File: config.mk
export PLATFORM = sky130hd
export DESIGN_NAME = servo_sync_write_framer_core_flat
export DESIGN_NICKNAME = d
export VERILOG_FILES = /design/src/rtl/core/ssw_pkg.sv /design/src/rtl/core/ssw_channels.sv /design/src/rtl/core/ssw_frame.sv /design/src/rtl/core/ssw_emit.sv /design/src/rtl/core/servo_sync_write_framer_core.sv /design/src/flat_wrapper.sv
export SDC_FILE = /design/constraint.sdc
export NUM_CORES = 1
export LEC_CHECK = 0
export BUFFER_PORTS_ARGS = -buffer_cell sky130_fd_sc_hd__buf_4
export CAP_MARGIN = 20
export CORE_UTILIZATION = 40
export CTS_CLUSTER_SIZE = 20
export DETAILED_ROUTE_END_ITERATION = 12
export GPL_TIMING_DRIVEN = 0
export PLACE_DENSITY = 0.68
export SLEW_MARGIN = 20
export SYNTH_ARGS = -nofsm -noshare
export SYNTH_HDL_FRONTEND = slang
export SYNTH_SLANG_ARGS = --single-unit
File: constraint.sdc
create_clock -name clk -period 9.4 [get_ports clk]
set_input_delay 1.41 -clock clk [delete_from_list [all_inputs] [get_ports clk]]
set_output_delay 1.41 -clock clk [all_outputs]
set_load 0.005 [all_outputs]
File: src/rtl/core/ssw_pkg.sv
// Package for the servo sync-write framer: bus constants, slot codes and the
// item record passed from the framing stage to the byte emitter.
// No dependencies.
`timescale 1ns / 1ps
`default_nettype none

package ssw_pkg;

  localparam int SERVO_COUNT = 18;
  localparam logic [7:0] SYNC_WRITE_OPCODE = 8'd131;

  localparam logic [7:0] HEADER_BYTE = 8'hFF;
  localparam logic [7:0] BROADCAST_ID = 8'hFE;
  localparam logic [7:0] VALUE_BYTES = 8'd2;
  localparam logic [7:0] START_ADDRESS_RESET = 8'd30;
  localparam logic [7:0] PACKET_LENGTH = 8'((4 + 3 * SERVO_COUNT) % 256);
  localparam logic [7:0] CHECKSUM_BASE = 8'hFF;

  // Sum of the fixed header bytes that enter the checksum (start address excluded)
  localparam logic [7:0] HEADER_SUM = 8'((int'(BROADCAST_ID) + int'(PACKET_LENGTH)
                                          + int'(SYNC_WRITE_OPCODE) + int'(VALUE_BYTES)) % 256);

  // Byte slot within one item's output run
  typedef enum logic [10:0] {
    SLOT_HDR0   = 11'b000_0000_0001,
    SLOT_HDR1   = 11'b000_0000_0010,
    SLOT_BCAST  = 11'b000_0000_0100,
    SLOT_LEN    = 11'b000_0000_1000,
    SLOT_INSTR  = 11'b000_0001_0000,
    SLOT_ADDR   = 11'b000_0010_0000,
    SLOT_SIZE   = 11'b000_0100_0000,
    SLOT_ID     = 11'b000_1000_0000,
    SLOT_LO     = 11'b001_0000_0000,
    SLOT_HI     = 11'b010_0000_0000,
    SLOT_CKSUM  = 11'b100_0000_0000
  } slot_t;

  typedef struct packed {
    logic       first;
    logic       closes;
    logic [6:0] id;
    logic [7:0] lo;
    logic [7:0] hi;
    logic [7:0] addr;
    logic [7:0] cksum;
  } item_t;

endpackage

`default_nettype wire

File: src/rtl/core/ssw_channels.sv
// Valid/ready channel interfaces for the sync-write framer: servo values in,
// bus bytes out. No dependencies.
`timescale 1ns / 1ps
`default_nettype none

interface ssw_item_if;
  logic        valid;
  logic        ready;
  logic [15:0] servo_value;

  modport source (output valid, output servo_value, input ready);
  modport sink (input valid, input servo_value, output ready);
endinterface

interface ssw_byte_if;
  logic       valid;
  logic       ready;
  logic [7:0] tx_byte;
  logic       run_last;
  logic       packet_end;

  modport source (output valid, output tx_byte, output run_last, output packet_end,
                  input ready);
  modport sink (input valid, input tx_byte, input run_last, input packet_end,
                output ready);
endinterface

`default_nettype wire

File: src/rtl/core/ssw_frame.sv
// Framing stage: tracks the servo index and running byte sum, holds the start
// address register, and builds one item record per input transfer. Uses ssw_pkg.
`timescale 1ns / 1ps
`default_nettype none

module ssw_frame
  import ssw_pkg::*;
(
  input  wire logic  clk,
  input  wire logic  rst,
  input  wire logic  cfg_write_en,
  input  wire logic  [7:0] cfg_write_data,
  ssw_item_if.sink   item_in,
  input  wire logic  item_ready,
  output      logic  item_load,
  output      item_t item
);

  logic [6:0] servo_index;
  logic [7:0] running_sum;
  logic [7:0] start_address;

  logic       first;
  logic [6:0] id;
  logic       closes;
  logic [7:0] base_sum;
  logic [7:0] sum_next;

  assign item_in.ready = item_ready;
  assign item_load     = item_in.valid && item_ready;

  always_comb begin
    first    = (servo_index == 7'd0);
    id       = servo_index + 7'd1;
    closes   = (id >= 7'(SERVO_COUNT));
    base_sum = first ? (HEADER_SUM + start_address) : running_sum;
    sum_next = base_sum + {1'b0, id} + item_in.servo_value[7:0]
               + item_in.servo_value[15:8];

    item.first  = first;
    item.closes = closes;
    item.id     = id;
    item.lo     = item_in.servo_value[7:0];
    item.hi     = item_in.servo_value[15:8];
    item.addr   = start_address;
    item.cksum  = CHECKSUM_BASE - sum_next;
  end

  always_ff @(posedge clk) begin
    if (rst) begin
      servo_index   <= '0;
      running_sum   <= '0;
      start_address <= START_ADDRESS_RESET;
    end else begin
      if (cfg_write_en) begin
        start_address <= cfg_write_data;
      end
      if (item_load) begin
        // wrap to a fresh packet after the last servo
        servo_index <= closes ? 7'd0 : id;
        running_sum <= closes ? 8'd0 : sum_next;
      end
    end
  end

endmodule

`default_nettype wire

File: src/rtl/core/ssw_emit.sv
// Byte emitter: holds one item record and walks its byte slots into a
// registered output, one byte per cycle while the sink is ready. Uses ssw_pkg and ssw_byte_if.
`timescale 1ns / 1ps
`default_nettype none

module ssw_emit
  import ssw_pkg::*;
(
  input  wire logic  clk,
  input  wire logic  rst,
  input  wire logic  item_load,
  input  wire item_t item,
  output      logic  item_ready,
  ssw_byte_if.source byte_out
);

  item_t      held;
  logic       held_valid;
  slot_t      slot;
  slot_t      slot_next;

  logic [7:0] cur_byte;
  logic       is_last;
  logic       adv;

  logic       out_valid;
  logic [7:0] out_byte;
  logic       out_last;
  logic       out_end;

  always_comb begin
    unique case (slot)
      SLOT_HDR0:  cur_byte = HEADER_BYTE;
      SLOT_HDR1:  cur_byte = HEADER_BYTE;
      SLOT_BCAST: cur_byte = BROADCAST_ID;
      SLOT_LEN:   cur_byte = PACKET_LENGTH;
      SLOT_INSTR: cur_byte = SYNC_WRITE_OPCODE;
      SLOT_ADDR:  cur_byte = held.addr;
      SLOT_SIZE:  cur_byte = VALUE_BYTES;
      SLOT_ID:    cur_byte = {1'b0, held.id};
      SLOT_LO:    cur_byte = held.lo;
      SLOT_HI:    cur_byte = held.hi;
      SLOT_CKSUM: cur_byte = held.cksum;
      default:    cur_byte = '0;
    endcase

    unique case (slot)
      SLOT_HDR0:  slot_next = SLOT_HDR1;
      SLOT_HDR1:  slot_next = SLOT_BCAST;
      SLOT_BCAST: slot_next = SLOT_LEN;
      SLOT_LEN:   slot_next = SLOT_INSTR;
      SLOT_INSTR: slot_next = SLOT_ADDR;
      SLOT_ADDR:  slot_next = SLOT_SIZE;
      SLOT_SIZE:  slot_next = SLOT_ID;
      SLOT_ID:    slot_next = SLOT_LO;
      SLOT_LO:    slot_next = SLOT_HI;
      SLOT_HI:    slot_next = SLOT_CKSUM;
      default:    slot_next = SLOT_HDR0;
    endcase

    is_last    = held.closes ? (slot == SLOT_CKSUM) : (slot == SLOT_HI);
    adv        = held_valid && (!out_valid || byte_out.ready);
    // free the holding register on the item's final byte
    item_ready = !held_valid || (adv && is_last);
  end

  always_ff @(posedge clk) begin
    if (rst) begin
      held_valid <= 1'b0;
      slot       <= SLOT_HDR0;
    end else if (item_load) begin
      held_valid <= 1'b1;
      slot       <= item.first ? SLOT_HDR0 : SLOT_ID;
    end else if (adv && is_last) begin
      held_valid <= 1'b0;
    end else if (adv) begin
      slot <= slot_next;
    end
  end

  always_ff @(posedge clk) begin
    if (item_load) begin
      held <= item;
    end
  end

  always_ff @(posedge clk) begin
    if (rst) begin
      out_valid <= 1'b0;
    end else if (adv) begin
      out_valid <= 1'b1;
    end else if (byte_out.ready) begin
      out_valid <= 1'b0;
    end
  end

  always_ff @(posedge clk) begin
    if (adv) begin
      out_byte <= cur_byte;
      out_last <= is_last;
      out_end  <= (slot == SLOT_CKSUM);
    end
  end

  assign byte_out.valid      = out_valid;
  assign byte_out.tx_byte    = out_byte;
  assign byte_out.run_last   = out_last;
  assign byte_out.packet_end = out_end;

endmodule

`default_nettype wire

File: src/rtl/core/servo_sync_write_framer_core.sv
// Servo bus sync-write framer, top level: one 16-bit value per servo in id
// order becomes a broadcast sync-write packet. Uses ssw_pkg, ssw_channels,
// ssw_frame and ssw_emit.
//
// One byte leaves per cycle through a registered output while the sink is
// ready, so an item is 3 bytes (id, low, high), 10 when it opens a packet
// (seven header bytes first) and one more when it closes the packet with the
// checksum; the byte emitter's slot walk sets that order. The next item is taken
// during the current item's final byte, so back-to-back items stream without gaps.
// The start address is sampled by the first item of each packet.
`timescale 1ns / 1ps
`default_nettype none

module servo_sync_write_framer_core
  import ssw_pkg::*;
(
  input  wire logic clk,
  input  wire logic rst,
  input  wire logic cfg_write_en,
  input  wire logic [7:0] cfg_write_data,
  ssw_item_if.sink  item_in,
  ssw_byte_if.source byte_out
);

  logic  item_load;
  logic  item_ready;
  item_t item;

  ssw_frame u_frame (
    .clk            (clk),
    .rst            (rst),
    .cfg_write_en   (cfg_write_en),
    .cfg_write_data (cfg_write_data),
    .item_in        (item_in),
    .item_ready     (item_ready),
    .item_load      (item_load),
    .item           (item)
  );

  ssw_emit u_emit (
    .clk        (clk),
    .rst        (rst),
    .item_load  (item_load),
    .item       (item),
    .item_ready (item_ready),
    .byte_out   (byte_out)
  );

endmodule

`default_nettype wire
File: src/flat_wrapper.sv
// flat-port wrapper written by rule: the top's interface ports become plain ports
module servo_sync_write_framer_core_flat import ssw_pkg::*;
  (clk, rst, cfg_write_en, cfg_write_data, item_in_valid, item_in_servo_value, item_in_ready, byte_out_valid, byte_out_tx_byte, byte_out_run_last, byte_out_packet_end, byte_out_ready);
  ssw_item_if item_in_i ();
  ssw_byte_if byte_out_i ();
  input  wire logic clk;
  input  wire logic rst;
  input  wire logic cfg_write_en;
  input  wire logic [7:0] cfg_write_data;
  input wire logic [$bits(item_in_i.valid)-1:0] item_in_valid;
  input wire logic [$bits(item_in_i.servo_value)-1:0] item_in_servo_value;
  output wire logic [$bits(item_in_i.ready)-1:0] item_in_ready;
  output wire logic [$bits(byte_out_i.valid)-1:0] byte_out_valid;
  output wire logic [$bits(byte_out_i.tx_byte)-1:0] byte_out_tx_byte;
  output wire logic [$bits(byte_out_i.run_last)-1:0] byte_out_run_last;
  output wire logic [$bits(byte_out_i.packet_end)-1:0] byte_out_packet_end;
  input wire logic [$bits(byte_out_i.ready)-1:0] byte_out_ready;
  assign item_in_i.valid = item_in_valid;
  assign item_in_i.servo_value = item_in_servo_value;
  assign item_in_ready = item_in_i.ready;
  assign byte_out_valid = byte_out_i.valid;
  assign byte_out_tx_byte = byte_out_i.tx_byte;
  assign byte_out_run_last = byte_out_i.run_last;
  assign byte_out_packet_end = byte_out_i.packet_end;
  assign byte_out_i.ready = byte_out_ready;
  servo_sync_write_framer_core u_core (.clk(clk), .rst(rst), .cfg_write_en(cfg_write_en), .cfg_write_data(cfg_write_data), .item_in(item_in_i), .byte_out(byte_out_i));
endmodule
======== Word level (Yosys, flattened, before mapping) ========
Index checks and enable logic that the tools add are counted.
W data, S select, Z words.
storage, ports and cells
  bits in registers ....................... 86
  bits in latches ......................... 0
  memory bits (writable) .................. 0
  memory bits (read-only) ................. 0
  bits of input ports ..................... 29
  output and inout bits ................... 12
  logic and storage cells ................. 61
  memories ................................ 0
cells by class
  $add $sub $neg .......................... 6
  multiply operators ...................... 0
  divide/modulo/power cells ............... 0
  magnitude comparators ................... 1
  eq/ne operators ......................... 12
  shift operators ......................... 0
  mux-type cells .......................... 14
  bitwise logic cells ..................... 0
  reduce and logical (&&, ||, !) cells .... 13
operator list
  cell                    number
  $pmux W11 S10           1
  $pmux W8 S10            1
  $mux W11                3
  $mux W8                 3
  $add A8 B8 Y8           2
  $eq A11 B1 Y1 const B   1
  $eq A11 B10 Y1 const B  1
  $eq A11 B11 Y1 const B  1
  $eq A11 B2 Y1 const B   1
  $eq A11 B3 Y1 const B   1
  $eq A11 B4 Y1 const B   1
  $eq A11 B5 Y1 const B   1
  $eq A11 B6 Y1 const B   1
  $eq A11 B7 Y1 const B   1
  $eq A11 B8 Y1 const B   1
  $eq A11 B9 Y1 const B   1
  $add A8 B7 Y8           1
  $add A8 B8 Y8 const A   1
  $sub A8 B8 Y8 const A   1
  $add A7 B1 Y7 const B   1
  $ge A7 B5 Y1 const B    1
  $logic_not A7 Y1        1
  $mux W7                 1
  $reduce_bool A2 Y1      3
  other kinds (7)         15

======== Longest topological paths before layout ========
Gate-level depths: netlist of run 1.
  depth in word-level cells ............... 8
  gate-level depth with buffers ........... 16
  depth with buffers taken out ............ 15

======== By module ========
A second synthesis of run 1 with hierarchy kept.
second synthesis, totals
  cell total of the unflattened synthesis .. 436
  area total of the unflattened synthesis .. 4,665.7 um2
modules (own cells, without submodules)
  module     times used  cells each  area each (um2)  sequential area each (um2)
  ssw_emit   1           202         2,658.8          1,761.7
  ssw_frame  1           234         2,006.9          460.4

======== Worst setup path before layout of run 1 ========
Ideal clock, no wire load.
  kind .................................... input to register
  start point ............................. in item_in_servo_value[1]
  end point ............................... reg u_core.u_frame.running_sum[7]
  setup time .............................. 132 ps
  arrival ................................. 3,834 ps
  data required time ...................... 9,268 ps
  path slack .............................. 5,434 ps
  stages on the path ...................... 13
  path buffers ............................ 0
  cells stage by stage .................... inv_1 fa_1 fa_1 inv_1 ha_1 inv_1 fa_1 nor2b_1 o31ai_1 a21oi_1 xnor2_1 xnor2_1 o22ai_2
on the way
  cells in the longest elaborated chain, start to end .. 3
ends and longest elaborated chain
  what                    RTL line            source
  start: declaration      flat_wrapper.sv:11  input wire logic [$bits(item_in_i.servo_value)-1:0] item_in_servo_value;
  $add A8 B8 Y8           ssw_frame.sv:37     sum_next = base_sum + {1'b0, id} + item_in.servo_value[7:0]
  $add A8 B8 Y8           ssw_frame.sv:38     + item_in.servo_value[15:8];
  $mux W8                 ssw_frame.sv:61     running_sum <= closes ? 8'd0 : sum_next;
  end signal: assignment  ssw_frame.sv:61
  end: declaration        ssw_frame.sv:20     logic [7:0] running_sum;
Every way passes these cells.
A chain may end at the register's enable or synchronous reset.

======== Worst setup path in the final report of run 1 ========
Ends and elaborated chain as after synthesis.

==> flow_summary.rst, run 1 <==
.. list-table::
   :header-rows: 1

   * - Metric
     - Value
   * - Biggest fanout along the worst timing path
     - 2
   * - Final setup viols
     - 0
   * - Hold buffer count at CTS
     - 0
   * - Inserted Clock Buffers
     - 9
   * - Remaining global-route overflow
     - 0
   * - Critical path launch point type
     - input port
   * - Pwr Density
     - 182 nW/um2
   * - Die area
     - 11300 um2
   * - Number of optimization iterations in the first detailed-route pass
     - 5
   * - Startpoint of the worst-slack reg-to-reg timing path
     - u_core.u_frame.servo_index[0]
   * - Count of pins over their slew limit
     - 0
   * - Syn_nets
     - 447
   * - Average cell area after synthesis
     - 11.1 um2
   * - Post-Synthesis Cells
     - 393
   * - Worst hold path cell count
     - 2
   * - Antenna viol nets, final
     - 0
   * - Synth cell types
     - 53
   * - Count of flip-flops with a built-in enable after synthesis
     - 50
   * - Most area-consuming cells after synthesis
     - edfxtp_1 (34%), dfxtp_1 (16%), fa_1 (5.0%), ha_1 (4.0%), nor2_1 (3.6%)
   * - Setup repair after global routing missed its margin
     - false
   * - Max capacitance violation total
     - 0
   * - Critical Path AT
     - 4200 ps
   * - Port-buffer cells
     - 39
   * - Iteration-0 DRC Markers
     - 192
   * - Launch point of the worst hold path
     - u_core.u_frame.running_sum[4]
   * - Total wirelength of the detailed-routed design
     - 9.69 mm
   * - Post-synthesis sequential element count
     - 86
   * - Horizontal extent of the die
     - 107 um
   * - Clock transition time at the flip-flop clock pins of the worst setup and hold paths
     - 80 ps
   * - End point of the most critical hold path
     - u_core.u_frame.running_sum[4]
   * - H-Tree Depth
     - 3
   * - Worst slew pin tran
     - 1190 ps
   * - I/O pin count
     - 41
   * - Kind of cell adding the most delay to the critical path
     - adder cells
   * - Worst hold slack
     - 472 ps
   * - Detailed-route vias per instance
     - 5.28
   * - Via count of the first global-routing pass
     - 3057
   * - Final clock skew
     - 6.93 ps
   * - Critical path cell sequence
     - buf_4 > inv_1 > fa_1 > fa_1 > inv_1 > ha_1 > inv_1 > fa_1 > nor2b_1 > o31ai_1 > a21oi_1 > xnor2_1 > xnor2_1 > o22ai_2
   * - Overall fraction of global-route tracks in use
     - 18.4%
   * - Maximum buffer depth of the clock tree
     - 2
   * - Commonest non-fill, non-tap cell in the layout
     - edfxtp_1
   * - Data required time at the worst endpoint
     - 9610 ps
   * - Area taken by flip-flops and latches
     - 2220 um2
   * - Area of the multi-input gates
     - 1950 um2
   * - Dpl hpwl
     - 7.28 mm
   * - Cell area after synthesis
     - 4370 um2
   * - ANT cells
     - 0
   * - Minimum clock period
     - 3990 ps
   * - Synth warnings
     - 0
   * - Largest stage delay on the critical path
     - 500 ps
   * - Library cell with the largest summed area after synthesis
     - edfxtp_1
   * - Leakage dissipation
     - 1.98 nW
   * - Insertion delay to the later sink of the worst-skew pair
     - 350 ps
   * - Fraction of layout instances using a drive strength above 1
     - 17.5%
   * - Part of the Yosys area used for sequential elements
     - 50.8%
   * - End of the worst register-to-register path
     - u_core.u_frame.running_sum[7]
   * - Count of nets after finishing
     - 500
   * - Post-layout instance area
     - 5040 um2
   * - Top library cells by usage in the layout, fill and taps aside
     - edfxtp_1 (50), nor2_1 (42), buf_4 (40)
   * - Status
     - complete, no violations
   * - HP Class
     - reg2reg
   * - Critical setup path kind
     - in2reg
   * - Chip height
     - 107 um
   * - CTS root buf
     - clkbuf_8
   * - Final Cycle Share
     - 42.4%
   * - CORE AREA
     - 10500 um2
   * - Clock Sink Count
     - 86
   * - Portion of synthesized cell area occupied by the leading cell type
     - 34.4%
   * - Number of gates resized after cts
     - 0
   * - Depth of the worst register-to-register path
     - 14
   * - Cell Rows
     - 37
   * - Async SR Flop Fraction
     - 0%
   * - CTS tree
     - yes
   * - Worst reg-to-reg setup slack
     - 5480 ps
   * - Total via count after detailed routing
     - 3099
   * - Endpoint class of the critical path
     - register
   * - Number of antenna violations at the first check in global routing
     - 0
   * - Pin count of the biggest net entering global routing
     - 28
   * - Layout-stage area growth over the synthesis result
     - 15.4%
   * - First-pass GRT wire length
     - 15.6 mm
   * - Initial standard-cell utilization of the core
     - 41.8%
   * - Average wire length per cell after detail routing
     - 16.5 um
   * - Highest-delay cell along the critical path
     - fa_1
   * - Number of inserted filler cells in the final layout
     - 967
   * - Hold violation total from the final report
     - 0
   * - Placed cell areas
     - 4880 um2
   * - Gp weighted congestion
     - 0.904
   * - Headroom to the max-slew limit
     - 20.2%
   * - Primary flip-flop cell chosen by synthesis mapping
     - edfxtp_1
   * - Number of buffers and inverters on the critical path
     - 4
   * - # Post-CTS Setup Buffers
     - 0
   * - Max Freq
     - 0.251 GHz
   * - Remaining routing DRC violations
     - 0
   * - Worst-case vdd ir drop
     - 0.0840 mV
   * - Summed negative setup slack over all endpoints
     - 0 ps
==> registers in the layout (all words and copies together), names as in the netlist <==
register                           cells
u_core.u_emit.byte_out.tx_byte         8
u_core.u_emit.byte_out.packet_end      1
u_core.u_frame.start_address           8
u_core.u_emit.slot                    11
u_core.u_frame.servo_index             7
u_core.u_emit.byte_out.valid           1
u_core.u_emit.held_valid               1
u_core.u_emit.held                    40
u_core.u_emit.byte_out.run_last        1
u_core.u_frame.running_sum             8
==> cell usage after synthesis (10+ instances only) <==
cell and n:
a21oi_1 20, clkbuf_1 10, dfxtp_1 36, edfxtp_1 50, fa_1 11, ha_1 14, inv_1 37, mux2i_1 11
nand2_1 15, nor2_1 42, xnor2_1 16, xor2_1 10
==> per-stage QoR <==
| stage | instances | utilization, % | power [mW] | worst slack, ps |
|---|---|---|---|---|
| CTS | 587 | 48.1 | 0.923 | 5410 |
| global placement | 568 | 46.2 | 0.695 | 5090 |
| finish | 587 | 48.2 | 0.917 | 5410 |
| floorplan | 393 | - | 0.635 | 5430 |
| global route | 587 | 48.2 | 0.966 | 5210 |
| detailed placement | 571 | 46.6 | 0.706 | 5030 |
==> worst max-delay path by stage <==
stage / endpoint / startpoint / cells past startpoint / slack [ps]
after floorplan: u_core.u_frame.running_sum[7] / item_in_servo_value[1] / 13 / 5430
after global placement: u_core.u_frame.running_sum[7] / item_in_servo_value[1] / 14 / 5090
after detailed placement: u_core.u_frame.running_sum[7] / item_in_servo_value[1] / 14 / 5030
after CTS: u_core.u_frame.running_sum[7] / item_in_servo_value[1] / 14 / 5410
after global routing: u_core.u_frame.running_sum[7] / u_core.u_frame.servo_index[0] / 14 / 5210
final: u_core.u_frame.running_sum[7] / item_in_servo_value[1] / 14 / 5410
==> area by class of cell <==
cell class                 count  share of cell area, %
buffer                        16                   1.64
clock buffer                  11                   2.60
clock inverter                 5                  0.521
inverter                      37                   2.75
multi-input combinational    254                   38.7
sequential                    86                   44.0
tap                          136                   3.37
timing repair buffer          42                   6.40
==> layer usage <==
metal,vias to the layer above,global-route usage [%],wire length (um)
li1,1522,-,-
met1,1473,22.7,4180
met2,91,31.5,4810
met3,13,4.05,498
met4,0,6.95,199
met5,-,0,0
==> logic make-up (layout without fill, tap and decap cells) <==
kind of cell,Yosys count,in the layout,synth area share [%]
AO/OA/AOI/OAI,78,78,13.8
XOR/XNOR,26,26,5.21
adder cells (fa/ha/maj),25,25,9.05
buffers and inverters,53,111,5.07
flip-flops,86,86,50.8
multiplexers,11,11,2.52
AND/OR/NAND/NOR,114,114,13.5
==> tightest hold or removal path, cell delays in order, from the launching register on <==
cell     delay [ps]
dfxtp_1         310
inv_1            60
o22ai_2          50
==> where the power goes <==
part | internal [mW] | switching (mW)
Clock | 0.0940 | 0.125
Sequential | 0.449 | 0.0186
Combinational | 0.100 | 0.130
Total | 0.644 | 0.274
(Power assumes the default switching activity.)
==> inputs of run 2 (changes only) <==
--- a/config.mk
+++ b/config.mk
@@ -5,13 +5,14 @@
 export SDC_FILE = /design/constraint.sdc
 export NUM_CORES = 1
 export LEC_CHECK = 0
+export ABC_AREA = 1
 export BUFFER_PORTS_ARGS = -buffer_cell sky130_fd_sc_hd__buf_4
 export CAP_MARGIN = 20
 export CORE_UTILIZATION = 40
 export CTS_CLUSTER_SIZE = 20
 export DETAILED_ROUTE_END_ITERATION = 12
 export GPL_TIMING_DRIVEN = 0
-export PLACE_DENSITY = 0.68
+export PLACE_DENSITY = 0.67
 export SLEW_MARGIN = 20
 export SYNTH_ARGS = -nofsm -noshare
 export SYNTH_HDL_FRONTEND = slang
==> constraint.sdc (replaced) <==
create_clock -name clk -period 3.8 [get_ports clk]
set_input_delay 0.57 -clock clk [delete_from_list [all_inputs] [get_ports clk]]
set_output_delay 0.57 -clock clk [all_outputs]
set_load 0.005 [all_outputs]
==> flow_summary.rst, run 2 <==
.. list-table::
   :header-rows: 1

   * - Metric
     - Value
   * - Summed negative setup slack over all endpoints
     - 0 ps
   * - Minimum clock period
     - 3540 ps
   * - Number of antenna violations at the first check in global routing
     - 0
   * - Share of the synthesized area in compound gates (AO/OA/AOI/OAI)
     - 8.95%
   * - Startpoint of the worst-slack reg-to-reg timing path
     - u_core.u_frame.servo_index[1]
   * - Number of inserted filler cells in the final layout
     - 1033
   * - Overall fraction of global-route tracks in use
     - 19.4%
   * - Total wirelength of the detailed-routed design
     - 10.3 mm
   * - HP Class
     - in2reg
   * - Post-layout instance area
     - 5250 um2
   * - Dominant combinational cell family by area after synthesis
     - simple AND/OR/NAND/NOR gates
   * - Async SR Flop Fraction
     - 0%
   * - Iteration-0 DRC Markers
     - 256
   * - Largest reg by FF count
     - u_core.u_emit.held
   * - Horizontal extent of the die
     - 107 um
   * - Part of the Yosys area used for sequential elements
     - 50.0%
   * - Port-buffer cells
     - 39
   * - Placed cell areas
     - 4960 um2
   * - Top library cells by usage in the layout, fill and taps aside
     - nand2_1 (110), inv_1 (73), edfxtp_1 (50)
   * - Critical path cell sequence
     - ha_1 > nand3_2 > nor2_2 > nand3_1 > nand2_2 > inv_1 > fa_1 > inv_1 > fa_1 > inv_1 > ha_4 > nand2_1 > nor3_2 > nand2_1 > o211ai_1 > nand2_1 > nand2_2 > nand3_1 > nand2_1 > inv_1
   * - Parity-gate share of the synthesized area counting xor and xnor cells
     - 2.56%
   * - Share of synthesized area spent on multiplexers
     - 0.225%
   * - Largest stage delay on the critical path
     - 520 ps
   * - Via count of the first global-routing pass
     - 3433
   * - Final clock skew
     - 7.66 ps
   * - ANT cells
     - 0
   * - Library cell with the largest summed area after synthesis
     - edfxtp_1
   * - Max Freq
     - 0.282 GHz
   * - Clock transition time at the flip-flop clock pins of the worst setup and hold paths
     - 80 ps
   * - Most frequent cells after synthesis
     - nand2_1 (112), inv_1 (74), edfxtp_1 (50)
   * - Global routing usage on met2
     - 33.5%
   * - Cell Rows
     - 38
   * - CTS root buf
     - clkbuf_8
   * - Count of nets after finishing
     - 599
   * - Status
     - complete, no violations
   * - Pwr Density
     - 491 nW/um2
   * - Most area-consuming cells after synthesis
     - edfxtp_1 (34%), dfxtp_1 (16%), nand2_1 (9.5%), inv_1 (6.2%), fa_1 (5.0%)
   * - Basic-gate share of the synthesized area counting and, or, nand and nor cells
     - 22.1%
   * - Syn_nets
     - 547
   * - Final setup viols
     - 0
   * - Fraction of layout instances using a drive strength above 1
     - 16.4%
   * - Chip height
     - 107 um
   * - Detailed-route vias per instance
     - 5.04
   * - Number of optimization iterations in the first detailed-route pass
     - 9
   * - CTS tree
     - yes
   * - Highest-delay cell along the critical path
     - fa_1
   * - Remaining global-route overflow
     - 0
   * - Worst hold path cell count
     - 1
   * - Most utilized layer in the global route result
     - met2
   * - Critical setup path kind
     - reg2reg
   * - Final setup margin
     - 257 ps
   * - Synth cell types
     - 40
   * - Kind of cell adding the most delay to the critical path
     - adder cells
   * - Most frequently used cell type in the post-synthesis netlist
     - nand2_1
   * - Total via count after detailed routing
     - 3481
   * - CORE AREA
     - 10800 um2
   * - Critical Path AT
     - 3660 ps
   * - Final Cycle Share
     - 93.2%
   * - I/O pin count
     - 41
   * - Remaining routing DRC violations
     - 0
   * - Endpoint class of the critical path
     - register
   * - Critical path launch point type
     - register
   * - Post-synthesis sequential element count
     - 86
   * - Setup repair after global routing missed its margin
     - false
   * - Count of pins over their slew limit
     - 0
   * - Data required time at the worst endpoint
     - 3920 ps
   * - Worst hold slack
     - 394 ps
   * - Pin count of the biggest net entering global routing
     - 20
   * - Setup WS pre-CTS
     - 61.4 ps
   * - Headroom to the max-slew limit
     - 41.3%
   * - Worst slew pin tran
     - 874 ps
   * - Leakage dissipation
     - 2.32 nW
   * - Global routing usage on met3
     - 3.69%
   * - Die area
     - 11500 um2
   * - Post-Synthesis Cells
     - 493
   * - Capture point of the worst path
     - u_core.u_emit.held[7]
   * - Setup crit start
     - u_core.u_frame.servo_index[1]
   * - Commonest non-fill, non-tap cell in the layout
     - nand2_1
   * - Initial standard-cell utilization of the core
     - 41.0%
   * - Antenna viol nets, final
     - 0
   * - Dpl hpwl
     - 7.98 mm
   * - Biggest fanout along the worst timing path
     - 4
   * - First-pass GRT wire length
     - 16.9 mm
   * - Number of flip-flops under the largest register name
     - 40
   * - Total stage count of the critical path
     - 20
   * - Worst-case vdd ir drop
     - 0.279 mV
   * - Average cell area after synthesis
     - 9.02 um2
   * - Depth of the worst register-to-register path
     - 20
   * - Gp weighted congestion
     - 0.883
   * - Clock Sink Count
     - 86
   * - Maximum buffer depth of the clock tree
     - 2
   * - Layout-stage area growth over the synthesis result
     - 17.9%
   * - Portion of synthesized cell area occupied by the leading cell type
     - 33.8%
   * - End of the worst register-to-register path
     - u_core.u_emit.held[7]
   * - Cell area after synthesis
     - 4450 um2
   * - H-Tree Depth
     - 3
   * - Hold violation total from the final report
     - 0
   * - Inserted Clock Buffers
     - 9
   * - Max capacitance violation total
     - 0
   * - Share of synthesized cell area in full adder, half adder and majority cells
     - 8.89%
   * - Insertion delay to the later sink of the worst-skew pair
     - 360 ps
   * - Routing usage on met1
     - 24.3%
   * - Synth warnings
     - 0
   * - # Post-CTS Setup Buffers
     - 0
   * - Number of buffers and inverters on the critical path
     - 4
   * - Worst reg-to-reg setup slack
     - 260 ps
   * - Count of flip-flops with a built-in enable after synthesis
     - 50
   * - Primary flip-flop cell chosen by synthesis mapping
     - edfxtp_1
   * - Average wire length per cell after detail routing
     - 14.9 um
   * - Largest registers
     - u_core.u_emit.held: 40 flops, u_core.u_emit.slot: 11 flops
run 2: area by class of cell:
class                      count  area (um2)  area share (%)
clock buffer                  15         219            4.17
buffer                         5        28.8           0.549
multi-input combinational    323        1940            36.9
inverter                      79         297            5.65
tap                          140         175            3.34
sequential                    86        2220            42.4
timing repair buffer          41         335            6.39
clock inverter                 1        30.0           0.573
run 2: metal layers:
layer	wire, um	up-vias
met4	237	0
met1	4440	1653
met2	5140	85
li1	-	1725
met5	0	-
met3	469	18
run 2: worst min path at each step:
stage / start / end / slack (ps)
2_1_floorplan: u_core.u_frame.start_address[5] / u_core.u_emit.held[13] / 420
3_3_place_gp: u_core.u_frame.running_sum[4] / u_core.u_frame.running_sum[4] / 440
3_5_place_dp: u_core.u_frame.running_sum[7] / u_core.u_frame.running_sum[7] / 440
4_1_cts: item_in_servo_value[2] / u_core.u_emit.held[26] / 390
5_1_grt: item_in_servo_value[1] / u_core.u_emit.held[25] / 390
6_report: item_in_servo_value[2] / u_core.u_emit.held[26] / 390
run 2: per-stage QoR:
step | util (%) | instances | power, mW
after floorplan | - | 493 | 1.61
after global placement | 45.3 | 672 | 1.79
after detailed placement | 45.7 | 674 | 1.82
after CTS | 48.0 | 690 | 2.56
after global routing | 48.4 | 690 | 2.73
final | 48.4 | 690 | 2.57
run 2: cells by family (layout without fill, tap and decap cells):
group           count (synthesis)  count (layout)
fa+ha+maj                      25              25
flops                          86              86
xor+xnor                       13              13
simple gates                  215             215
buf+inv                        84             141
compound gates                 69              69
mux                             1               1
run 2: power by group:
| group | leakage (nW) | internal [mW] | switching, mW |
|---|---|---|---|
| clock network | 0.126 | 0.438 | 0.316 |
| registers | 0.773 | 1.12 | 0.0460 |
| logic | 1.42 | 0.252 | 0.402 |
| total | 2.32 | 1.81 | 0.764 |
run 2: what timing repair did:
| action | CTS | global route |
|---|---|---|
| resized for setup | 0 | 10 |
| setup endpoints to repair | 0 | 6 |
| hold buffers | 0 | 0 |
run 2: worst register-to-register path, delay by kind of cell (launching register included):
family          cells  cell delay [ps]
simple gates       11             1150
flops               1              360
compound gates      1               90
fa+ha+maj           4             1470
buf+inv             4              230
==> inputs of run 3 (changes only) <==
--- a/config.mk
+++ b/config.mk
@@ -8,11 +8,11 @@
 export ABC_AREA = 1
 export BUFFER_PORTS_ARGS = -buffer_cell sky130_fd_sc_hd__buf_4
 export CAP_MARGIN = 20
-export CORE_UTILIZATION = 40
+export CORE_UTILIZATION = 50
 export CTS_CLUSTER_SIZE = 20
 export DETAILED_ROUTE_END_ITERATION = 12
 export GPL_TIMING_DRIVEN = 0
-export PLACE_DENSITY = 0.67
+export PLACE_DENSITY = 0.79
 export SLEW_MARGIN = 20
 export SYNTH_ARGS = -nofsm -noshare
 export SYNTH_HDL_FRONTEND = slang
==> flow_summary.rst, run 3 (synthesis results as in run 2) <==
.. list-table::
   :header-rows: 1

   * - Metric
     - Value
   * - Worst-case vdd ir drop
     - 0.348 mV
   * - Via count of the first global-routing pass
     - 3212
   * - Average wire length per cell after detail routing
     - 15.5 um
   * - Critical setup path kind
     - reg2reg
   * - Cell Rows
     - 34
   * - Final setup margin
     - 244 ps
   * - CORE AREA
     - 8680 um2
   * - CTS root buf
     - clkbuf_8
   * - Maximum buffer depth of the clock tree
     - 2
   * - Minimum clock period
     - 3560 ps
   * - Pwr Density
     - 494 nW/um2
   * - Setup crit start
     - u_core.u_frame.servo_index[0]
   * - Top library cells by usage in the layout, fill and taps aside
     - nand2_1 (111), inv_1 (72), edfxtp_1 (50)
   * - Number of antenna violations at the first check in global routing
     - 0
   * - Max Freq
     - 0.281 GHz
   * - Data required time at the worst endpoint
     - 3930 ps
   * - Clock Sink Count
     - 86
   * - Sequential cell fraction of total power
     - 45.5%
   * - Pin count of the biggest net entering global routing
     - 23
   * - Share of the core filled with cells
     - 60.0%
   * - Max capacitance violation total
     - 0
   * - Endpoint class of the critical path
     - register
   * - Power Total
     - 2.57 mW
   * - Switching share of power
     - 31.6%
   * - HP Class
     - in2reg
   * - Worst hold slack
     - 379 ps
   * - Layout-stage area growth over the synthesis result
     - 17.0%
   * - Count of nets after finishing
     - 601
   * - Number of flip-flops under the largest register name
     - 40
   * - Leakage dissipation
     - 2.31 nW
   * - Overall fraction of global-route tracks in use
     - 24.1%
   * - Area taken by flip-flops and latches
     - 2230 um2
   * - Critical path launch point type
     - register
   * - Insertion delay to the later sink of the worst-skew pair
     - 370 ps
   * - Clock transition time at the flip-flop clock pins of the worst setup and hold paths
     - 90 ps
   * - Net Switching
     - 811 uW
   * - I/O pin count
     - 41
   * - Total via count after detailed routing
     - 3569
   * - Capture point of the worst path
     - u_core.u_emit.held[7]
   * - Port-buffer cells
     - 39
   * - Largest reg by FF count
     - u_core.u_emit.held
   * - Final non-filler cell total
     - 660
   * - Remaining global-route overflow
     - 0
   * - Remaining routing DRC violations
     - 0
   * - Final clock skew
     - 11.2 ps
   * - Largest registers
     - u_core.u_emit.held: 40 flops, u_core.u_emit.slot: 11 flops
   * - Commonest non-fill, non-tap cell in the layout
     - nand2_1
   * - Horizontal extent of the die
     - 96.3 um
   * - Count of pins over their slew limit
     - 0
   * - Die area
     - 9280 um2
   * - Worst slew pin tran
     - 904 ps
   * - Placed cell areas
     - 4900 um2
   * - Hold buffer count at CTS
     - 0
   * - Fraction of layout instances using a drive strength above 1
     - 17.4%
   * - Total instance count after detailed placement
     - 641
   * - End of the worst register-to-register path
     - u_core.u_emit.held[7]
   * - Gp weighted congestion
     - 0.897
   * - Critical Path AT
     - 3690 ps
   * - Detailed-route vias per instance
     - 5.41
   * - Setup WS pre-CTS
     - 5.49 ps
   * - Share of total power in the clock network
     - 28.8%
   * - Combinational cell fraction of total power
     - 25.7%
   * - Startpoint of the worst-slack reg-to-reg timing path
     - u_core.u_frame.servo_index[0]
   * - Post-layout instance area
     - 5200 um2
   * - Total wirelength of the detailed-routed design
     - 10.2 mm
   * - Chip height
     - 96.3 um
   * - Worst reg-to-reg setup slack
     - 240 ps
   * - Final Cycle Share
     - 93.6%
   * - Internal power
     - 1.76 mW
   * - Hold violation total from the final report
     - 0
   * - ANT cells
     - 0
   * - Status
     - complete, no violations
   * - Initial standard-cell utilization of the core
     - 51.3%
   * - Number of inserted filler cells in the final layout
     - 728
   * - H-Tree Depth
     - 3
   * - Dpl hpwl
     - 7.77 mm
   * - Headroom to the max-slew limit
     - 39.3%
   * - Depth of the worst register-to-register path
     - 20
   * - CTS tree
     - yes
   * - First-pass GRT wire length
     - 16.0 mm
   * - Iteration-0 DRC Markers
     - 375
   * - Antenna viol nets, final
     - 0
   * - Inserted Clock Buffers
     - 9
   * - Area of the multi-input gates
     - 1940 um2
   * - Final setup viols
     - 0
   * - Biggest fanout along the worst timing path
     - 4
   * - Number of optimization iterations in the first detailed-route pass
     - 5
   * - Summed negative setup slack over all endpoints
     - 0 ps
[run 3: cell count changes in the layout (fill, tap and decap cells not counted), moves of 2 or more]
cell,previous run,this run
buf_4,39,42
clkbuf_16,2,0
clkbuf_8,12,9
dfxtp_2,2,0
dfxtp_4,0,2
inv_6,0,3
[run 3: per-layer routing]
| layer | vias up | global-route usage, % | wire (um) |
|---|---|---|---|
| met5 | - | 0 | 0 |
| met4 | 0 | 10.4 | 276 |
| met3 | 22 | 4.66 | 728 |
| met2 | 138 | 40.4 | 5110 |
| met1 | 1674 | 30.3 | 4130 |
| li1 | 1735 | - | - |
[run 3: worst max-delay path, cell delays in order (launching register included)]
cell and delay (ps):
dfxtp_4 380, ha_2 210, nand3_2 110, nor2_2 160
nand3_1 80, nand2_1 100, inv_1 70, fa_1 470
inv_1 50, fa_1 520, inv_1 60, ha_4 280
nand2_1 100, nor3_2 210, nand2_1 80, o211ai_1 80
nand2_1 80, nand2_2 90, nand3_1 70, nand2_1 80
inv_1 40
[run 3: worst min-delay path by stage]
stage | from | endpoint | cells after the start
3_5_place_dp | u_core.u_frame.running_sum[4] | u_core.u_frame.running_sum[4] | 2
4_1_cts | item_in_servo_value[1] | u_core.u_emit.held[25] | 1
3_3_place_gp | u_core.u_frame.running_sum[4] | u_core.u_frame.running_sum[4] | 2
6_report | item_in_servo_value[1] | u_core.u_emit.held[25] | 1
2_1_floorplan | u_core.u_frame.start_address[5] | u_core.u_emit.held[13] | 0
5_1_grt | item_in_servo_value[1] | u_core.u_emit.held[25] | 1
[run 3: power by group through the flow]
stage	clock [mW]	combinational (mW)	sequential, mW
4_1_cts	0.743	0.628	1.17
3_5_place_dp	0	0.624	1.19
5_1_grt	0.782	0.755	1.18
3_3_place_gp	0	0.597	1.19
6_report	0.740	0.661	1.17
2_1_floorplan	0	0.440	1.17
[run 3: repair_timing]
| item | CTS | global route |
|---|---|---|
| endpoints found under the setup margin | 1 | 6 |
| gates resized for setup | 1 | 14 |
| setup buffers | 0 | 3 |
| pin swaps | 0 | 3 |
| gates cloned | 0 | 0 |
[run 3: layout make-up]
cell class | count | area share (%)
flip-flops and latches | 86 | 42.8
multi-input cells | 323 | 37.4
repair buffers | 43 | 6.59
inverters | 79 | 5.70
well taps | 108 | 2.60
clock buffers | 9 | 2.38
clock inverters | 7 | 1.97
plain buffers | 5 | 0.553
